**src/rtl/cdq_pkg.sv**
```systemverilog
`default_nettype none
package cdq_pkg;

    localparam int DEPTH  = 8;
    localparam int IDX_W  = (DEPTH > 1) ? $clog2(DEPTH) : 1;
    localparam int CNT_W  = $clog2(DEPTH + 1);
    localparam int DATA_W = 8;
    localparam int CMD_W  = 2;
    localparam int STAT_W = 2;
    localparam int OCC_W  = 4;

    typedef enum logic [CMD_W-1:0] {
        CMD_PUSH_REAR  = 2'd0,
        CMD_PUSH_FRONT = 2'd1,
        CMD_POP_FRONT  = 2'd2,
        CMD_POP_REAR   = 2'd3
    } cmd_t;

    typedef enum logic [STAT_W-1:0] {
        ST_OK        = 2'd0,
        ST_OVERFLOW  = 2'd1,
        ST_UNDERFLOW = 2'd2
    } status_t;

    typedef enum logic [1:0] {
        CELL_HOLD,
        CELL_SHIFT_R,
        CELL_SHIFT_L,
        CELL_LOAD
    } cell_op_t;

    typedef struct packed {
        cell_op_t            op;
        logic [DATA_W-1:0]   push_data;
    } cell_ctrl_t;

endpackage
`default_nettype wire

```
**src/rtl/cdq_cmd_if.sv**
```systemverilog
`default_nettype none
interface cdq_cmd_if
    import cdq_pkg::*;
();
    logic              valid;
    logic              ready;
    logic [CMD_W-1:0]  command;
    logic [DATA_W-1:0] data_in;

    modport source (output valid, output command, output data_in, input ready);
    modport sink   (input valid, input command, input data_in, output ready);
endinterface
`default_nettype wire

```
**src/rtl/cdq_result_if.sv**
```systemverilog
`default_nettype none
interface cdq_result_if
    import cdq_pkg::*;
();
    logic              valid;
    logic              ready;
    logic [DATA_W-1:0] data_out;
    logic [STAT_W-1:0] status;
    logic [OCC_W-1:0]  occupancy;

    modport source (output valid, output data_out, output status, output occupancy,
                    input ready);
    modport sink   (input valid, input data_out, input status, input occupancy,
                    output ready);
endinterface
`default_nettype wire

```
**src/rtl/circular_deque.sv**
```systemverilog
// Byte-wide double-ended queue of DEPTH entries.
//
// Requests arrive on the cmd channel (command, data_in) and each one gives
// exactly one result request on the result channel (data_out, status,
// occupancy). Both channels use valid/ready; a transfer happens on a clock
// edge with both high.
//
// Storage is a row of cells with the front of the queue in cell 0. Push at
// front shifts the row right, pop at front shifts it left; a rear push loads
// the cell at the count, a rear pop reads the cell at count - 1. Every cell
// moves in the same cycle, so one request completes per cycle unless stalled.
//
// The result is registered and valid in the cycle after the request is
// taken. Throughput: one request per cycle while the result side keeps up;
// a new request is taken in the same cycle the held result is taken.
// When the receiver stalls, the held result stays and cmd.ready drops.
// Reset empties the queue (count zero); cell contents are not cleared and
// are never read before being written.
`default_nettype none
module circular_deque
    import cdq_pkg::*;
(
    input  wire logic      clk,
    input  wire logic      rst_n,
    cdq_cmd_if.sink        cmd,
    cdq_result_if.source   result
);

    logic [CNT_W-1:0]  count_reg;
    logic [CNT_W-1:0]  count_next;
    logic              out_valid_reg;
    logic              out_valid_next;
    logic [DATA_W-1:0] data_out_reg;
    logic [DATA_W-1:0] data_out_next;
    logic [STAT_W-1:0] status_reg;
    logic [STAT_W-1:0] status_next;
    logic [OCC_W-1:0]  occ_reg;
    logic [OCC_W-1:0]  occ_next;

    logic              accept;
    logic              full;
    logic              empty;
    logic [CNT_W-1:0]  count_m1;
    logic [IDX_W-1:0]  last_idx;

    cell_ctrl_t        ctrl [DEPTH];
    logic [DATA_W-1:0] cell_q [DEPTH];

    assign cmd.ready = !out_valid_reg || result.ready;
    assign accept    = cmd.valid && cmd.ready;
    assign full      = (count_reg == CNT_W'(DEPTH));
    assign empty     = (count_reg == '0);
    assign count_m1  = count_reg - 1'b1;
    assign last_idx  = count_m1[IDX_W-1:0];

    // per-cell control
    always_comb
    begin
        for (int i = 0; i < DEPTH; i++)
        begin
            ctrl[i].op        = CELL_HOLD;
            ctrl[i].push_data = cmd.data_in;
            if (accept)
            begin
                case (cmd_t'(cmd.command))
                    CMD_PUSH_REAR:
                        if (!full && count_reg == CNT_W'(i))
                            ctrl[i].op = CELL_LOAD;
                    CMD_PUSH_FRONT:
                        if (!full)
                            ctrl[i].op = CELL_SHIFT_R;
                    CMD_POP_FRONT:
                        if (!empty)
                            ctrl[i].op = CELL_SHIFT_L;
                    default:
                        ctrl[i].op = CELL_HOLD;
                endcase
            end
        end
    end

    for (genvar g = 0; g < DEPTH; g++)
    begin : g_cell
        logic [DATA_W-1:0] left_d;
        logic [DATA_W-1:0] right_d;

        if (g == 0)
        begin : g_first
            assign left_d = cmd.data_in;
        end
        else
        begin : g_mid_l
            assign left_d = cell_q[g-1];
        end

        if (g == DEPTH - 1)
        begin : g_last
            assign right_d = '0;
        end
        else
        begin : g_mid_r
            assign right_d = cell_q[g+1];
        end

        cdq_cell u_cell (
            .clk        (clk),
            .ctrl       (ctrl[g]),
            .left_data  (left_d),
            .right_data (right_d),
            .q          (cell_q[g])
        );
    end

    // result of the current request
    always_comb
    begin
        count_next    = count_reg;
        data_out_next = data_out_reg;
        status_next   = status_reg;
        occ_next      = occ_reg;
        if (accept)
        begin
            data_out_next = '0;
            status_next   = ST_OK;
            case (cmd_t'(cmd.command))
                CMD_PUSH_REAR, CMD_PUSH_FRONT:
                    if (full)
                        status_next = ST_OVERFLOW;
                    else
                        count_next = count_reg + 1'b1;
                CMD_POP_FRONT:
                    if (empty)
                        status_next = ST_UNDERFLOW;
                    else
                    begin
                        data_out_next = cell_q[0];
                        count_next    = count_m1;
                    end
                CMD_POP_REAR:
                    if (empty)
                        status_next = ST_UNDERFLOW;
                    else
                    begin
                        data_out_next = cell_q[last_idx];
                        count_next    = count_m1;
                    end
                default:
                    status_next = ST_OK;
            endcase
            occ_next = OCC_W'(count_next);
        end
    end

    always_comb
    begin
        if (accept)
            out_valid_next = 1'b1;
        else if (result.ready)
            out_valid_next = 1'b0;
        else
            out_valid_next = out_valid_reg;
    end

    always_ff @(posedge clk or negedge rst_n)
    begin
        if (!rst_n)
        begin
            count_reg     <= '0;
            out_valid_reg <= 1'b0;
        end
        else
        begin
            count_reg     <= count_next;
            out_valid_reg <= out_valid_next;
        end
    end

    always_ff @(posedge clk)
    begin
        data_out_reg <= data_out_next;
        status_reg   <= status_next;
        occ_reg      <= occ_next;
    end

    assign result.valid     = out_valid_reg;
    assign result.data_out  = data_out_reg;
    assign result.status    = status_reg;
    assign result.occupancy = occ_reg;

    a_count_bound: assert property (@(posedge clk) disable iff (!rst_n)
        count_reg <= CNT_W'(DEPTH))
        else $error("count beyond depth");

    a_count_idle: assert property (@(posedge clk) disable iff (!rst_n)
        !accept |=> $stable(count_reg))
        else $error("count moved without a request");

    a_result_follows: assert property (@(posedge clk) disable iff (!rst_n)
        accept |=> out_valid_reg)
        else $error("no result after request");

    a_reject_zero: assert property (@(posedge clk) disable iff (!rst_n)
        (out_valid_reg && status_reg != ST_OK) |-> (data_out_reg == '0))
        else $error("rejected request returned data");

    a_reject_keeps: assert property (@(posedge clk) disable iff (!rst_n)
        (accept && (cmd.command == CMD_PUSH_REAR || cmd.command == CMD_PUSH_FRONT)
         && full) |=> (count_reg == CNT_W'(DEPTH)))
        else $error("overflow changed count");

endmodule
`default_nettype wire

```
**src/rtl/cdq_cell.sv**
```systemverilog
`default_nettype none
module cdq_cell
    import cdq_pkg::*;
(
    input  wire logic              clk,
    input  wire cell_ctrl_t        ctrl,
    input  wire logic [DATA_W-1:0] left_data,
    input  wire logic [DATA_W-1:0] right_data,
    output logic      [DATA_W-1:0] q
);

    logic [DATA_W-1:0] data_reg;
    logic [DATA_W-1:0] data_next;

    always_comb
    begin
        case (ctrl.op)
            CELL_SHIFT_R: data_next = left_data;
            CELL_SHIFT_L: data_next = right_data;
            CELL_LOAD:    data_next = ctrl.push_data;
            default:      data_next = data_reg;
        endcase
    end

    always_ff @(posedge clk)
    begin
        data_reg <= data_next;
    end

    assign q = data_reg;

endmodule
`default_nettype wire
```
**src/flat_wrapper.sv**
```systemverilog
// flat-port wrapper written by rule: the top's interface ports become plain ports
module circular_deque_flat import cdq_pkg::*;
  (clk, rst_n, cmd_valid, cmd_command, cmd_data_in, cmd_ready, result_valid, result_data_out, result_status, result_occupancy, result_ready);
  cdq_cmd_if cmd_i ();
  cdq_result_if result_i ();
  input  wire logic clk;
  input  wire logic rst_n;
  input wire logic [$bits(cmd_i.valid)-1:0] cmd_valid;
  input wire logic [$bits(cmd_i.command)-1:0] cmd_command;
  input wire logic [$bits(cmd_i.data_in)-1:0] cmd_data_in;
  output wire logic [$bits(cmd_i.ready)-1:0] cmd_ready;
  output wire logic [$bits(result_i.valid)-1:0] result_valid;
  output wire logic [$bits(result_i.data_out)-1:0] result_data_out;
  output wire logic [$bits(result_i.status)-1:0] result_status;
  output wire logic [$bits(result_i.occupancy)-1:0] result_occupancy;
  input wire logic [$bits(result_i.ready)-1:0] result_ready;
  assign cmd_i.valid = cmd_valid;
  assign cmd_i.command = cmd_command;
  assign cmd_i.data_in = cmd_data_in;
  assign cmd_ready = cmd_i.ready;
  assign result_valid = result_i.valid;
  assign result_data_out = result_i.data_out;
  assign result_status = result_i.status;
  assign result_occupancy = result_i.occupancy;
  assign result_i.ready = result_ready;
  circular_deque u_core (.clk(clk), .rst_n(rst_n), .cmd(cmd_i), .result(result_i));
endmodule
```
**config.mk**
```make
export PLATFORM = sky130hd
export DESIGN_NAME = circular_deque_flat
export DESIGN_NICKNAME = d
export VERILOG_FILES = /design/src/rtl/cdq_pkg.sv /design/src/rtl/cdq_cmd_if.sv /design/src/rtl/cdq_result_if.sv /design/src/rtl/circular_deque.sv /design/src/rtl/cdq_cell.sv /design/src/flat_wrapper.sv
export SDC_FILE = /design/constraint.sdc
export NUM_CORES = 1
export LEC_CHECK = 0
export BUFFER_PORTS_ARGS = -buffer_cell sky130_fd_sc_hd__buf_2
export CORE_UTILIZATION = 50
export CTS_BUF_LIST = sky130_fd_sc_hd__clkbuf_8
export DETAILED_ROUTE_END_ITERATION = 8
export PLACE_DENSITY = 0.66
export SETUP_SLACK_MARGIN = 0.2
export SYNTH_ARGS = -nofsm -noshare
export SYNTH_HDL_FRONTEND = slang
export SYNTH_SLANG_ARGS = --single-unit
```
**constraint.sdc**
```tcl
create_clock -name clk -period 6.4 [get_ports clk]
set_input_delay 0.64 -clock clk [delete_from_list [all_inputs] [get_ports clk]]
set_output_delay 0.64 -clock clk [all_outputs]
set_load 0.005 [all_outputs]
```
* After elaboration in Yosys (flattened, before gate mapping)
Index checks and enable logic that the tools add are counted.
** Storage, ports and cells
- Register bits after elaboration :: 83
- Input bits :: 14
- Output and inout bits :: 16
** Operators by class
- $add $sub $neg :: 2
- Order comparisons :: 1
- Eq/ne operators :: 35
- Mux-type cells :: 48
- Bitwise gates (word level) :: 1
- Reduce and logical (&&, ||, !) cells :: 26
** Operators by type and width (number)
- one-hot mux 8 bit (3 select lines) :: 7
- one-hot mux 2 bit (3 select lines) :: 8
- equality test 2 bit, second input constant :: 18
- two-way mux 2 bit :: 18
- two-way mux 8 bit :: 4
- one-hot mux 8 bit (2 select lines) :: 2
- binary-select mux 8 bit (select 3 bit) :: 1
- nonzero test 3 bit :: 7
- equality test 2 x 1 -> 1 bit, second input constant :: 9
- equality test 4 x 3 -> 1 bit, second input constant :: 4
- logical AND 1 bit :: 9
- equality test 4 x 2 -> 1 bit, second input constant :: 2
- two-way mux 4 bit :: 2
- one-hot mux 4 bit (2 select lines) :: 1
- OR reduction 2 bit :: 3
- adder 4 x 1 -> 4 bit, second input constant :: 1
- equality test 4 x 1 -> 1 bit, second input constant :: 1
- equality test 4 bit, second input constant :: 1
- >= comparator 4 bit, second input constant :: 1
- logical NOT 4 bit :: 1
- two-way mux 1 bit :: 4
- NOT 3 -> 4 bit :: 1
- one-hot mux 2 bit (2 select lines) :: 1
- nonzero test 2 bit :: 2
- other kinds (4) :: 5

* Logic depth before layout (Yosys ltp)
Gate-level depths: netlist of the first run.
- Depth in word-level cells :: 9
- Mapped depth :: 9

* By module
A second synthesis of the first run with hierarchy kept.
** Second synthesis, totals
- Cell total of the unflattened synthesis :: 436
- Area, all modules :: 5114.9 um2
** Modules (own cells, without submodules)
- cdq_cell :: instances 8, cells each 36, area an instance 422.9 um2, sequential area each 240.2 um2
- circular_deque :: instances 1, cells each 148, area an instance 1731.7 um2, sequential area each 545.5 um2

* Worst setup path after synthesis of the first run
Ideal clock, no wire load.
- Kind :: register to register
- From :: reg u_core.count_reg[0]
- To :: reg u_core.data_out_reg[1] (netlist: u_core.result.data_out[1]) (data pin)
- Setup time :: 0.261 ns
- Data arrival time :: 2.436 ns
- Data required time :: 6.139 ns
- Setup slack :: 3.704 ns
- Stages on the path, launching flop included :: 10
- Path buffers :: 4
- Clock period less this slack :: 2.696 ns
- Path through :: dfrtp_1 -> buf_4 -> buf_2 -> inv_1 -> ha_1 -> buf_2 -> buf_2 -> mux4_2 -> nor3b_1 -> a221o_1
** On the way
- Cells in the longest elaborated chain, start to end :: 7
- Elaborated cells on any way between the ends :: 9
** RTL lines
- from (decl) :: RTL line circular_deque.sv:29 : logic [CNT_W-1:0] count_reg;
- from (signal assigned) :: RTL line circular_deque.sv:173 : count_reg <= count_next;
- subtractor 4 x 1 -> 4 bit :: RTL line circular_deque.sv:53 : assign count_m1 = count_reg - 1'b1;
- NOT 3 -> 4 bit (implied by the code) :: RTL line circular_deque.sv:144 : data_out_next = cell_q[last_idx];
- binary-select mux 8 bit (select 3 bit) :: RTL line circular_deque.sv:144
- two-way mux 8 bit (implied by the code) (2 in series) :: RTL line circular_deque.sv:144
- two-way mux 8 bit :: RTL line circular_deque.sv:140 : if (empty)
- one-hot mux 8 bit (2 select lines) (*) :: RTL line circular_deque.sv:125 : case (cmd_t'(cmd.command))
- to (signal assigned) :: RTL line circular_deque.sv:180 : data_out_reg <= data_out_next;
- to (decl) :: RTL line circular_deque.sv:33 : logic [DATA_W-1:0] data_out_reg;
Every way passes the cells marked *; elsewhere a longest branch is shown, timed or not. The select of a mux whose other input is x is not followed.
A chain may end at the register's enable or synchronous reset.

* Worst setup path after layout of the first run
- From :: reg u_core.count_reg[0]
- To :: reg u_core.g_cell[0].u_cell.data_reg[6], enable pin
** On the way
- Cells in the longest elaborated chain, start to end :: 9
- Elaborated cells on any way between the ends :: 14
** RTL lines
- equality test 4 bit :: RTL line circular_deque.sv:51 : assign full = (count_reg == CNT_W'(DEPTH));
- logical NOT 1 bit :: RTL line circular_deque.sv:67 : if (!full && count_reg == CNT_W'(i))
- logical AND 1 bit :: RTL line circular_deque.sv:67
- two-way mux 2 bit :: RTL line circular_deque.sv:67
- one-hot mux 2 bit (3 select lines) (*) :: RTL line circular_deque.sv:65 : case (cmd_t'(cmd.command))
- two-way mux 2 bit (*) :: RTL line circular_deque.sv:63 : if (accept)
- equality test 2 bit / equality test 2 x 1 -> 1 bit (equally long branches) :: RTL line cdq_cell.sv:17 : case (ctrl.op)
- OR reduction 2 bit (no source line)
- nonzero test 2 bit (no source line) (*)
- to (signal assigned) :: RTL line cdq_cell.sv:27 : data_reg <= data_next;
- to (decl) :: RTL line cdq_cell.sv:12 : logic [DATA_W-1:0] data_reg;
Every way passes the cells marked *; elsewhere a longest branch is shown, timed or not.

==> run summary, run 1 <==
initial antenna violation count - 0
final wirelength - 11.8 mm
synth top area cells - edfxtp_1 (49%), mux4_2 (7.5%), o2bb2ai_1 (7.3%)
GRT Total Usage - 25.5%
initial core utilization - 51.8%
Routed Antenna Nets - 0
Setup crit end kind - register
Int Power - 1200 uW
Horiz. Die Dim - 99.9 um
fin crit share - 60.5%
Fin. Hold Viols - 0
Peak VDD IR - 0.000151 V
pwr/cell area - 356 nW/um2
Layout fillers - 773
total CTS buffers - 9
Combinational Power Share - 35.8%
outcome - finished clean
clock sinks - 83
MaxCap Viol Count - 0
Post-Syn Area - 4790 um2
post-CTS sizing - 0
sequential share of the synthesized area - 51.5%
Flop pwr share - 43.5%
cell row count - 35
Die Ht - 99.9 um
final setup vio count - 0
area delta synth->final - 7.52%
HP Class - primary input to async pin
commonest non-fill, non-tap cell in the layout - edfxtp_1
Yosys reg bits - 83
Psw - 630 uW
Setup Fix Bufs, Post-CTS - 0
vias in the first global route - 3,425
Iter 0 DRT Violations - 270
yosys warns - 0
Port Buffers - 29
Largest register FFs - 64
syn_nets - 391
Worst Setup Path Type - register to register
Synth Instances - 372
most frequent cells in the layout - edfxtp_1 (78), a22oi_1 (40), o2bb2ai_1 (40)
Synth area leader - edfxtp_1
Max Slew Vio Count - 0
Vias/cell - 6.70
Die ar. - 9980 um2
via count - 3,415
unrepaired setup endpoints after global routing - no
share of cells above drive strength 1 - 22.3%
routability cong. - 0.891
Core Area - 9240 um2
Sw Ratio - 34.4%
grt ovf - 0
NumNets Final - 396
critical path launch point type - register
crit path DAT - 3850 ps
Syn Area/Cell - 12.9 um2
wire length per cell - 23.1 um
setup_tns - 0 ps
Slew @ Worst Pin - 1110 ps
Achievable Freq - 258 MHz
Diodes inserted - 0
clock power share - 20.6%
CTS tree - built
Clock H-tree levels - 3
DRC - 0
final core utilization - 55.7%
Yosys top cell area share - 48.9%
post-detail-place hpwl - 8.19 mm
maximum clock path buffer count - 2
Cell variety after synth - 50
max_slew headroom - 26.2%
worst skew pair latency - 370 ps
leakage power - 0.00171 uW
Tmin final - 3870 ps
Hold Buf Count CTS - 0
Clock Skew - 10.6 ps
Req. time, crit path - 6380 ps
number of top-level pins - 30
Tot Pwr - 1830 uW
clk slew on worst S/H paths - 90 ps
first-pass GRT wire length - 19.0 mm
FF-to-FF setup slack - 2530 ps
largest net degree at the start of global routing - 41
drt first pass iters - 5
CTS root buf - clkbuf_8
worst-path fanout max - 22
worst paths after layout:
kind                                startpoint                      endpoint  cells past startpoint
setup / recovery           u_core.count_reg[0]  u_core.g_cell[0].u_cell.q[6]                      6
hold / removal                           rst_n           u_core.count_reg[2]                      1
setup reg to reg           u_core.count_reg[0]  u_core.g_cell[0].u_cell.q[6]                      6
hold reg to reg            u_core.result.valid           u_core.result.valid                      2
max in group asynchronous                rst_n           u_core.count_reg[3]                      1
min in group clk                     cmd_valid           u_core.result.valid                      2
synth_stat cells (all sizes together):
master and count:
edfxtp 78, a22oi 40, o2bb2ai 40, buf 20
o21ai 19, clkbuf 18, mux4 16, a21oi 14
inv 14, nand2 12, nor2 12, a221o 9
mux2 9, nor3b 9, a22o 8, a32oi 8
and2 7, dfrtp 5, ha 5, nand2b 4
nand3 2, nand4b 2, nor3 2, o21a 2
xnor2 2, a21o 1, a31o 1, a31oi 1
and2b 1, and3 1, and4 1, mux2i 1
nand3b 1, nor4 1, nor4b 1, o211ai 1
or3 1, or3b 1, or4b 1, xor2 1
metrics by stage:
| stage | worst slack [ps] | hold slack, ps | area, um2 | instances |
|---|---|---|---|---|
| final | 2530 | 71.8 | 5150 | 510 |
| after global routing | 2250 | 75.8 | 5150 | 510 |
| after CTS | 2550 | 82.2 | 5150 | 510 |
| after detailed placement | 2570 | 469 | 4960 | 495 |
| after global placement | 2650 | 467 | 4960 | 495 |
| after floorplan | 3700 | 344 | 4790 | 372 |
metal layers:
| layer | share of wire (%) | vias up | routed length, um | global-route usage [%] |
|---|---|---|---|---|
| li1 | - | 1528 | - | - |
| met1 | 43 | 1705 | 5050 | 34.2 |
| met2 | 49 | 161 | 5820 | 41.8 |
| met3 | 5.5 | 21 | 646 | 3.20 |
| met4 | 2.2 | 0 | 254 | 11.7 |
| met5 | 0 | - | 0 | 0 |
cell families (layout without fill, tap and decap cells):
family	count (synthesis)	in the layout	share of synthesized area, %
simple gates	59	59	7.55
mux	26	26	10.5
fa+ha+maj	5	5	1.31
buf+inv	52	61	4.65
xor+xnor	3	3	0.549
flops	83	83	51.5
compound gates	144	144	24.0
critical path: stages, from the launching register on:
cell	delay (ps)
dfrtp_1	1080
inv_1	260
ha_1	380
nor3b_2	220
o21ai_1	530
nand2_1	140
a21oi_1	850
layout make-up:
cell class	instances	area (um2)	share of cell area [%]
well taps	129	161	3.13
clock buffers	9	124	2.41
clock inverters	6	65.1	1.26
multi-input cells	237	2100	40.8
inverters	14	52.6	1.02
repair buffers	32	180	3.50
flip-flops and latches	83	2470	47.9
power by group through the flow:
stage / clock network [uW] / logic [uW] / registers (uW)
global route: 404 / 717 / 813
detailed placement: 0 / 653 / 809
global placement: 0 / 640 / 807
finish: 379 / 657 / 799
CTS: 380 / 656 / 797
floorplan: 0 / 556 / 748
No activity file was read; power rests on OpenSTA's default activity.
==> inputs of run 2 (changes only) <==
- ABC_AREA: default -> 1
- PLACE_DENSITY: 0.66 -> 0.65
- clock period: 6.4 -> 3.9 ns (I/O delays scaled with it)
==> run summary, run 2 <==
outcome - finished clean (unchanged)
total CTS buffers - 9 (unchanged)
met2 Resource Use GR - 41.2% (was 41.8%)
Die Ht - 104 um (was 99.9 um)
Routed Antenna Nets - 0 (unchanged)
grt ovf - 0 (unchanged)
fin crit share - 66.6% (was 60.5%)
leakage power - 0.00217 uW (was 0.00171 uW)
share of cells above drive strength 1 - 13.3% (was 22.3%)
most common cell in the netlist - nand2_1 (was edfxtp_1)
Largest register FFs - 64 (unchanged)
wire length per cell - 20.3 um (was 23.1 um)
HP Class - primary input to register (was primary input to async pin)
Synth Instances - 613 (was 372)
Synth async-reset ratio - 6.02% (unchanged)
Hold Crit Depth - 3
Max Slew Vio Count - 0 (unchanged)
vias in the first global route - 4,280 (was 3,425)
Register-to-Register Path Depth - 7 (was 6)
Syn Area/Cell - 8.44 um2 (was 12.9 um2)
initial core utilization - 52.2% (was 51.8%)
via count - 4,720 (was 3,415)
synth top area cells - edfxtp_1 (45%), nand4_1 (12%), nand2_1 (10%) (was edfxtp_1 (49%), mux4_2 (7.5%), o2bb2ai_1 (7.3%))
clock sinks - 83 (unchanged)
Clock Skew - 14.2 ps (was 10.6 ps)
MaxCap Viol Count - 0 (unchanged)
Tmin final - 2600 ps (was 3870 ps)
Clock H-tree levels - 3 (unchanged)
Slew @ Worst Pin - 937 ps (was 1110 ps)
Iter 0 DRT Violations - 611 (was 270)
Sequential Area - 2470 um2 (unchanged)
Vias/cell - 6.28 (was 6.70)
most frequent cells after synthesis - nand2_1 (139), nand4_1 (97), nand3_1 (90) (was edfxtp_1 (78), a22oi_1 (40), o2bb2ai_1 (40))
gr busiest metal - met1 (was met2)
max_slew headroom - 37.3% (was 26.2%)
Yosys top cell area share - 45.3% (was 48.9%)
critical path launch point type - register (unchanged)
crit path DAT - 2650 ps (was 3850 ps)
number of synthesized flops with an enable pin - 78 (unchanged)
Core Area - 9910 um2 (was 9240 um2)
unrepaired setup endpoints after global routing - no (unchanged)
commonest non-fill, non-tap cell in the layout - nand2_1 (was edfxtp_1)
cell row count - 36 (was 35)
syn_nets - 632 (was 391)
initial antenna violation count - 0 (unchanged)
post-detail-place hpwl - 10.7 mm (was 8.19 mm)
Worst Setup Path Type - register to register (unchanged)
Setup crit end kind - register (unchanged)
NumNets Final - 632 (was 396)
Die ar. - 10,800 um2 (was 9980 um2)
most frequent cells in the layout - nand2_1 (139), nand4_1 (97), nand3_1 (90) (was edfxtp_1 (78), a22oi_1 (40), o2bb2ai_1 (40))
yosys warns - 0 (unchanged)
setup_tns - 0 ps (unchanged)
final wirelength - 15.3 mm (was 11.8 mm)
Setup Fix Bufs, Post-CTS - 0 (unchanged)
Yosys reg bits - 83 (unchanged)
worst skew pair latency - 370 ps (about the same)
routability cong. - 0.909 (was 0.891)
sequential share of the synthesized area - 47.7% (was 51.5%)
drt first pass iters - 6 (was 5)
area delta synth->final - 5.66% (was 7.52%)
ys flop type - edfxtp_1 (unchanged)
Req. time, crit path - 3950 ps (was 6380 ps)
Tot Pwr - 3350 uW (was 1830 uW)
Horiz. Die Dim - 104 um (was 99.9 um)
Achievable Freq - 385 MHz (was 258 MHz)
number of top-level pins - 30 (unchanged)
Diodes inserted - 0 (unchanged)
DRC - 0 (unchanged)
CTS root buf - clkbuf_8 (unchanged)
routing usage on met1 - 44.1% (was 34.2%)
Post-Syn Area - 5170 um2 (was 4790 um2)
Fin. Hold Viols - 0 (unchanged)
final setup vio count - 0 (unchanged)
Layout fillers - 938 (was 773)
pwr/cell area - 613 nW/um2 (was 356 nW/um2)
first-pass GRT wire length - 23.9 mm (was 19.0 mm)
Synth area leader - edfxtp_1 (unchanged)
Peak VDD IR - 0.000254 V (was 0.000151 V)
GR Util met3 - 5.98% (was 3.20%)
Cell variety after synth - 30 (was 50)
maximum clock path buffer count - 2 (unchanged)
Multi-input gate area - 2390 um2 (was 2100 um2)
clk slew on worst S/H paths - 100 ps (was 90 ps)
largest net degree at the start of global routing - 72 (was 41)
worst-path fanout max - 49 (was 22)
CTS tree - built (unchanged)
GRT Total Usage - 29.2% (was 25.5%)
Port Buffers - 29 (unchanged)
==> run 2: changes by cell type after synthesis, sizes merged, moves of 11 or more <==
cell     delta
a21oi      -13
mux4       -16
nand3      +90
buf        +11
nor2       +62
nand4      +97
o21ai      +15
a22oi      -40
nand2     +143
o2bb2ai    -40
==> run 2: timing repair <==
action	CTS	global route
hold endpoints to repair	5	0
hold buffers	1	0
gates resized for setup	0	0
setup endpoints to repair	0	0
==> run 2: worst max-delay path, stage by stage (launching register included) <==
cell and delay, ps:
dfrtp_1 410, inv_2 390, ha_1 330, nand3_2 130, nand2_4 200, nand2_4 130, inv_4 370, o21ai_1 310
==> run 2: logic make-up after synthesis <==
group,synth area share [%]
buf+inv,6.10
flops,47.7
xor+xnor,0.653
simple gates,39.7
fa+ha+maj,1.21
compound gates,4.60
==> run 2: report_power, final <==
group	leakage [uW]	switching [uW]	internal, uW
Sequential	0.000789	126	1160
Combinational	0.00128	981	439
Clock	0.000100	340	301
==> run 2: final cells by class <==
type	count	area share [%]
Timing Repair Buffer	34	3.39
Clock inverter	7	1.35
Tap cell	133	3.04
Inverter	15	1.08
Clock buffer	9	2.27
Sequential cell	83	45.1
Multi-Input combinational cell	470	43.7
==> run 2: metal layers <==
metal | up-vias | part of all wire (%)
li1 | 2211 | -
met4 | 0 | 2.9
met5 | - | 0
met2 | 309 | 43
met3 | 46 | 11
met1 | 2154 | 43
==> run 2: path summary, 6_finish.rpt <==
check                      slack [ps]                           end                 from
max                              1300  u_core.g_cell[2].u_cell.q[2]  u_core.count_reg[0]
min                               240           u_core.result.valid            cmd_valid
max reg2reg                      1300  u_core.g_cell[2].u_cell.q[2]  u_core.count_reg[0]
min reg2reg                       600           u_core.result.valid  u_core.result.valid
max in group asynchronous        3410           u_core.count_reg[0]                rst_n
min in group asynchronous         350           u_core.count_reg[3]                rst_n
==> run 2: per-stage QoR <==
stage / hold WS, ps / util (%) / area, um2 / std cells / setup WS, ps
3_3_place_gp: 213 / 53.1 / 5260 / 734 / 1400
4_1_cts: 234 / 55.2 / 5470 / 751 / 1350
6_report: 244 / 55.2 / 5470 / 751 / 1300
5_1_grt: 239 / 55.2 / 5470 / 751 / 1110
2_1_floorplan: 94.4 / - / 5170 / 613 / 1440
3_5_place_dp: 216 / 53.1 / 5260 / 734 / 1360
==> inputs of run 3 (changes only) <==
- ABC_AREA: 1 -> 0
- PLACE_DENSITY: 0.65 -> 0.68
- clock period: 3.9 -> 2.31 ns (I/O delays scaled with it)
==> run summary, run 3 (synthesis gave the netlist of run 1 again) <==
Diodes inserted - 0 (unchanged)
Worst Setup Path Type - register to register (unchanged)
post-detail-place hpwl - 8.67 mm (was 10.7 mm)
Horiz. Die Dim - 99.9 um (was 104 um)
grt ovf - 0 (unchanged)
pwr/cell area - 1010 nW/um2 (was 613 nW/um2)
Worst path depth - 6 (was 7)
Worst path max stage delay - 480 ps (was 410 ps)
vias in the first global route - 3,570 (was 4,280)
critical path launch point type - register (unchanged)
worst r2r src - u_core.count_reg[0] (unchanged)
NumNets Final - 425 (was 632)
GRT Total Usage - 26.6% (was 29.2%)
WP buf/inv - 2 (unchanged)
MaxCap Viol Count - 0 (unchanged)
max_slew headroom - 62.3% (was 37.3%)
Largest register FFs - 64 (unchanged)
Clock H-tree levels - 3 (unchanged)
most frequent cells in the layout - edfxtp_1 (78), a22oi_1 (40), o2bb2ai_1 (40) (was nand2_1 (139), nand4_1 (97), nand3_1 (90))
Vias/cell - 6.70 (was 6.28)
Req. time, crit path - 2420 ps (was 3950 ps)
Int Power - 3620 uW (was 1900 uW)
crit-path cells - inv_6 > ha_4 > buf_12 > mux4_2 > nor3b_1 > a221o_1 (was inv_2 > ha_1 > nand3_2 > nand2_4 > nand2_4 > inv_4 > o21ai_1)
Final Cell Area - 5490 um2 (was 5470 um2)
Register-to-Register Path Depth - 6 (was 7)
reg2reg end - u_core.result.data_out[6] (was u_core.g_cell[2].u_cell.q[2])
final wirelength - 12.7 mm (was 15.3 mm)
via count - 3,618 (was 4,720)
Fin. Hold Viols - 0 (unchanged)
area delta synth->final - 14.6% (was 5.66%)
CTS root buf - clkbuf_8 (unchanged)
unrepaired setup endpoints after global routing - no (unchanged)
Die ar. - 9980 um2 (was 10,800 um2)
final setup vio count - 0 (unchanged)
routability cong. - 0.884 (was 0.909)
Port Buffers - 29 (unchanged)
worst setup path end - u_core.result.data_out[6] (was u_core.g_cell[2].u_cell.q[2])
initial core utilization - 51.8% (was 52.2%)
final core utilization - 59.4% (was 55.2%)
Worst Setup SP - u_core.count_reg[0] (unchanged)
clk slew on worst S/H paths - 90 ps (was 100 ps)
routing usage on met1 - 35.6% (was 44.1%)
met2 Resource Use GR - 43.4% (was 41.2%)
Achievable Freq - 488 MHz (was 385 MHz)
Slew @ Worst Pin - 562 ps (was 937 ps)
Flop pwr share - 38.2% (was 38.5%)
outcome - finished clean (unchanged)
Setup crit end kind - register (unchanged)
clock power share - 16.9% (was 19.1%)
HP Class - primary input to register (unchanged)
Max Slew Vio Count - 0 (unchanged)
DRC - 0 (unchanged)
Combinational Power Share - 44.9% (was 42.4%)
Area after DPL - 5170 um2 (was 5260 um2)
first-pass GRT wire length - 19.9 mm (was 23.9 mm)
GR Util met3 - 5.08% (was 5.98%)
Routed Antenna Nets - 0 (unchanged)
Tmin final - 2050 ps (was 2600 ps)
initial antenna violation count - 0 (unchanged)
Die Ht - 99.9 um (was 104 um)
total CTS buffers - 9 (unchanged)
share of cells above drive strength 1 - 31.6% (was 13.3%)
CTS tree - built (unchanged)
Crit path max-delay family - multiplexers (was buffers and inverters)
Core Area - 9240 um2 (was 9910 um2)
worst-path fanout max - 5 (was 49)
FF-to-FF setup slack - 260 ps (was 1300 ps)
Clock Skew - 11.5 ps (was 14.2 ps)
fin crit share - 88.7% (was 66.6%)
cell row count - 35 (was 36)
Peak VDD IR - 0.000663 V (was 0.000254 V)
crit path DAT - 2160 ps (was 2650 ps)
largest net degree at the start of global routing - 36 (was 72)
maximum clock path buffer count - 2 (unchanged)
Sw Ratio - 35.1% (was 43.2%)
Hold WS - 121 ps (was 244 ps)
number of top-level pins - 30 (unchanged)
setup_tns - 0 ps (unchanged)
CP max-delay cell - mux4_2 (was dfrtp_1)
wire length per cell - 23.5 um (was 20.3 um)
Placed Instances - 515 (was 734)
clock sinks - 83 (unchanged)
Layout Cells excl Fill - 540 (was 751)
worst skew pair latency - 350 ps (was 370 ps)
Psw - 1950 uW (was 1450 uW)
Iter 0 DRT Violations - 331 (was 611)
Layout fillers - 762 (was 938)
drt first pass iters - 5 (was 6)
commonest non-fill, non-tap cell in the layout - edfxtp_1 (was nand2_1)
gr busiest metal - met2 (was met1)
leakage power - 0.00186 uW (was 0.00217 uW)
==> run 3: cell types whose count changed in the layout (fill, tap and decap cells not counted), sizes merged, moves of 27 or more <==
cell | before | now
a22oi | 0 | 40
buf | 33 | 60
nand2 | 155 | 12
nand3 | 92 | 2
nand4 | 97 | 0
nor2 | 74 | 12
o2bb2ai | 0 | 40
==> run 3: cell type report <==
cell class	instances	area, um2	area share [%]
clock buffer	9	124	2.26
clock inverter	7	45.0	0.820
inverter	14	57.6	1.05
multi-input combinational	237	2210	40.3
sequential	83	2470	45.0
tap	129	161	2.94
timing repair buffer	61	419	7.63
==> run 3: worst min-delay path by stage <==
stage,from,endpoint,slack (ps),cells after the start
final,cmd_valid,u_core.result.valid,120,2
after global routing,cmd_valid,u_core.result.valid,120,2
after CTS,cmd_valid,u_core.result.valid,110,2
after detailed placement,rst_n,u_core.result.valid,60,1
after global placement,rst_n,u_core.result.valid,60,1
after floorplan,rst_n,u_core.count_reg[0],-60,0
==> run 3: worst reg2reg max path: cells and delay by family, from the launching register on <==
family | cells | cell delay (ps)
muxes | 1 | 490
DFF | 1 | 420
adders and majority gates | 1 | 300
AOI/OAI and AO/OA | 1 | 270
buffers and inverters | 2 | 180
and+or+nand+nor | 1 | 150
==> run 3: timing repair <==
action,in CTS,in global routing
gates resized for setup,1,16
pin swaps,0,2
hold endpoints to repair,5,0
buffers inserted,2,6
gates cloned,0,0
hold buffers,1,0
setup endpoints to repair,9,112
==> run 3: power groups by stage <==
stage | sequential, uW | combinational (uW) | clock (uW)
floorplan | 2080 | 1710 | 0
global placement | 2140 | 2110 | 0
detailed placement | 2140 | 2160 | 0
CTS | 2110 | 2210 | 957
global route | 2150 | 2680 | 1010
finish | 2130 | 2500 | 941
==> run 3: metal layers <==
metal	part of all wire, %	vias up
li1	-	1590
met1	42	1841
met2	50	166
met3	5.7	21
met4	2.2	0
met5	0	-
==> run 3: through the flow <==
stage | total power, uW | setup WS, ps
floorplan | 3790 | 0.200
global route | 5840 | 206
global placement | 4250 | 204
CTS | 5280 | 208
finish | 5570 | 260
detailed placement | 4300 | 180
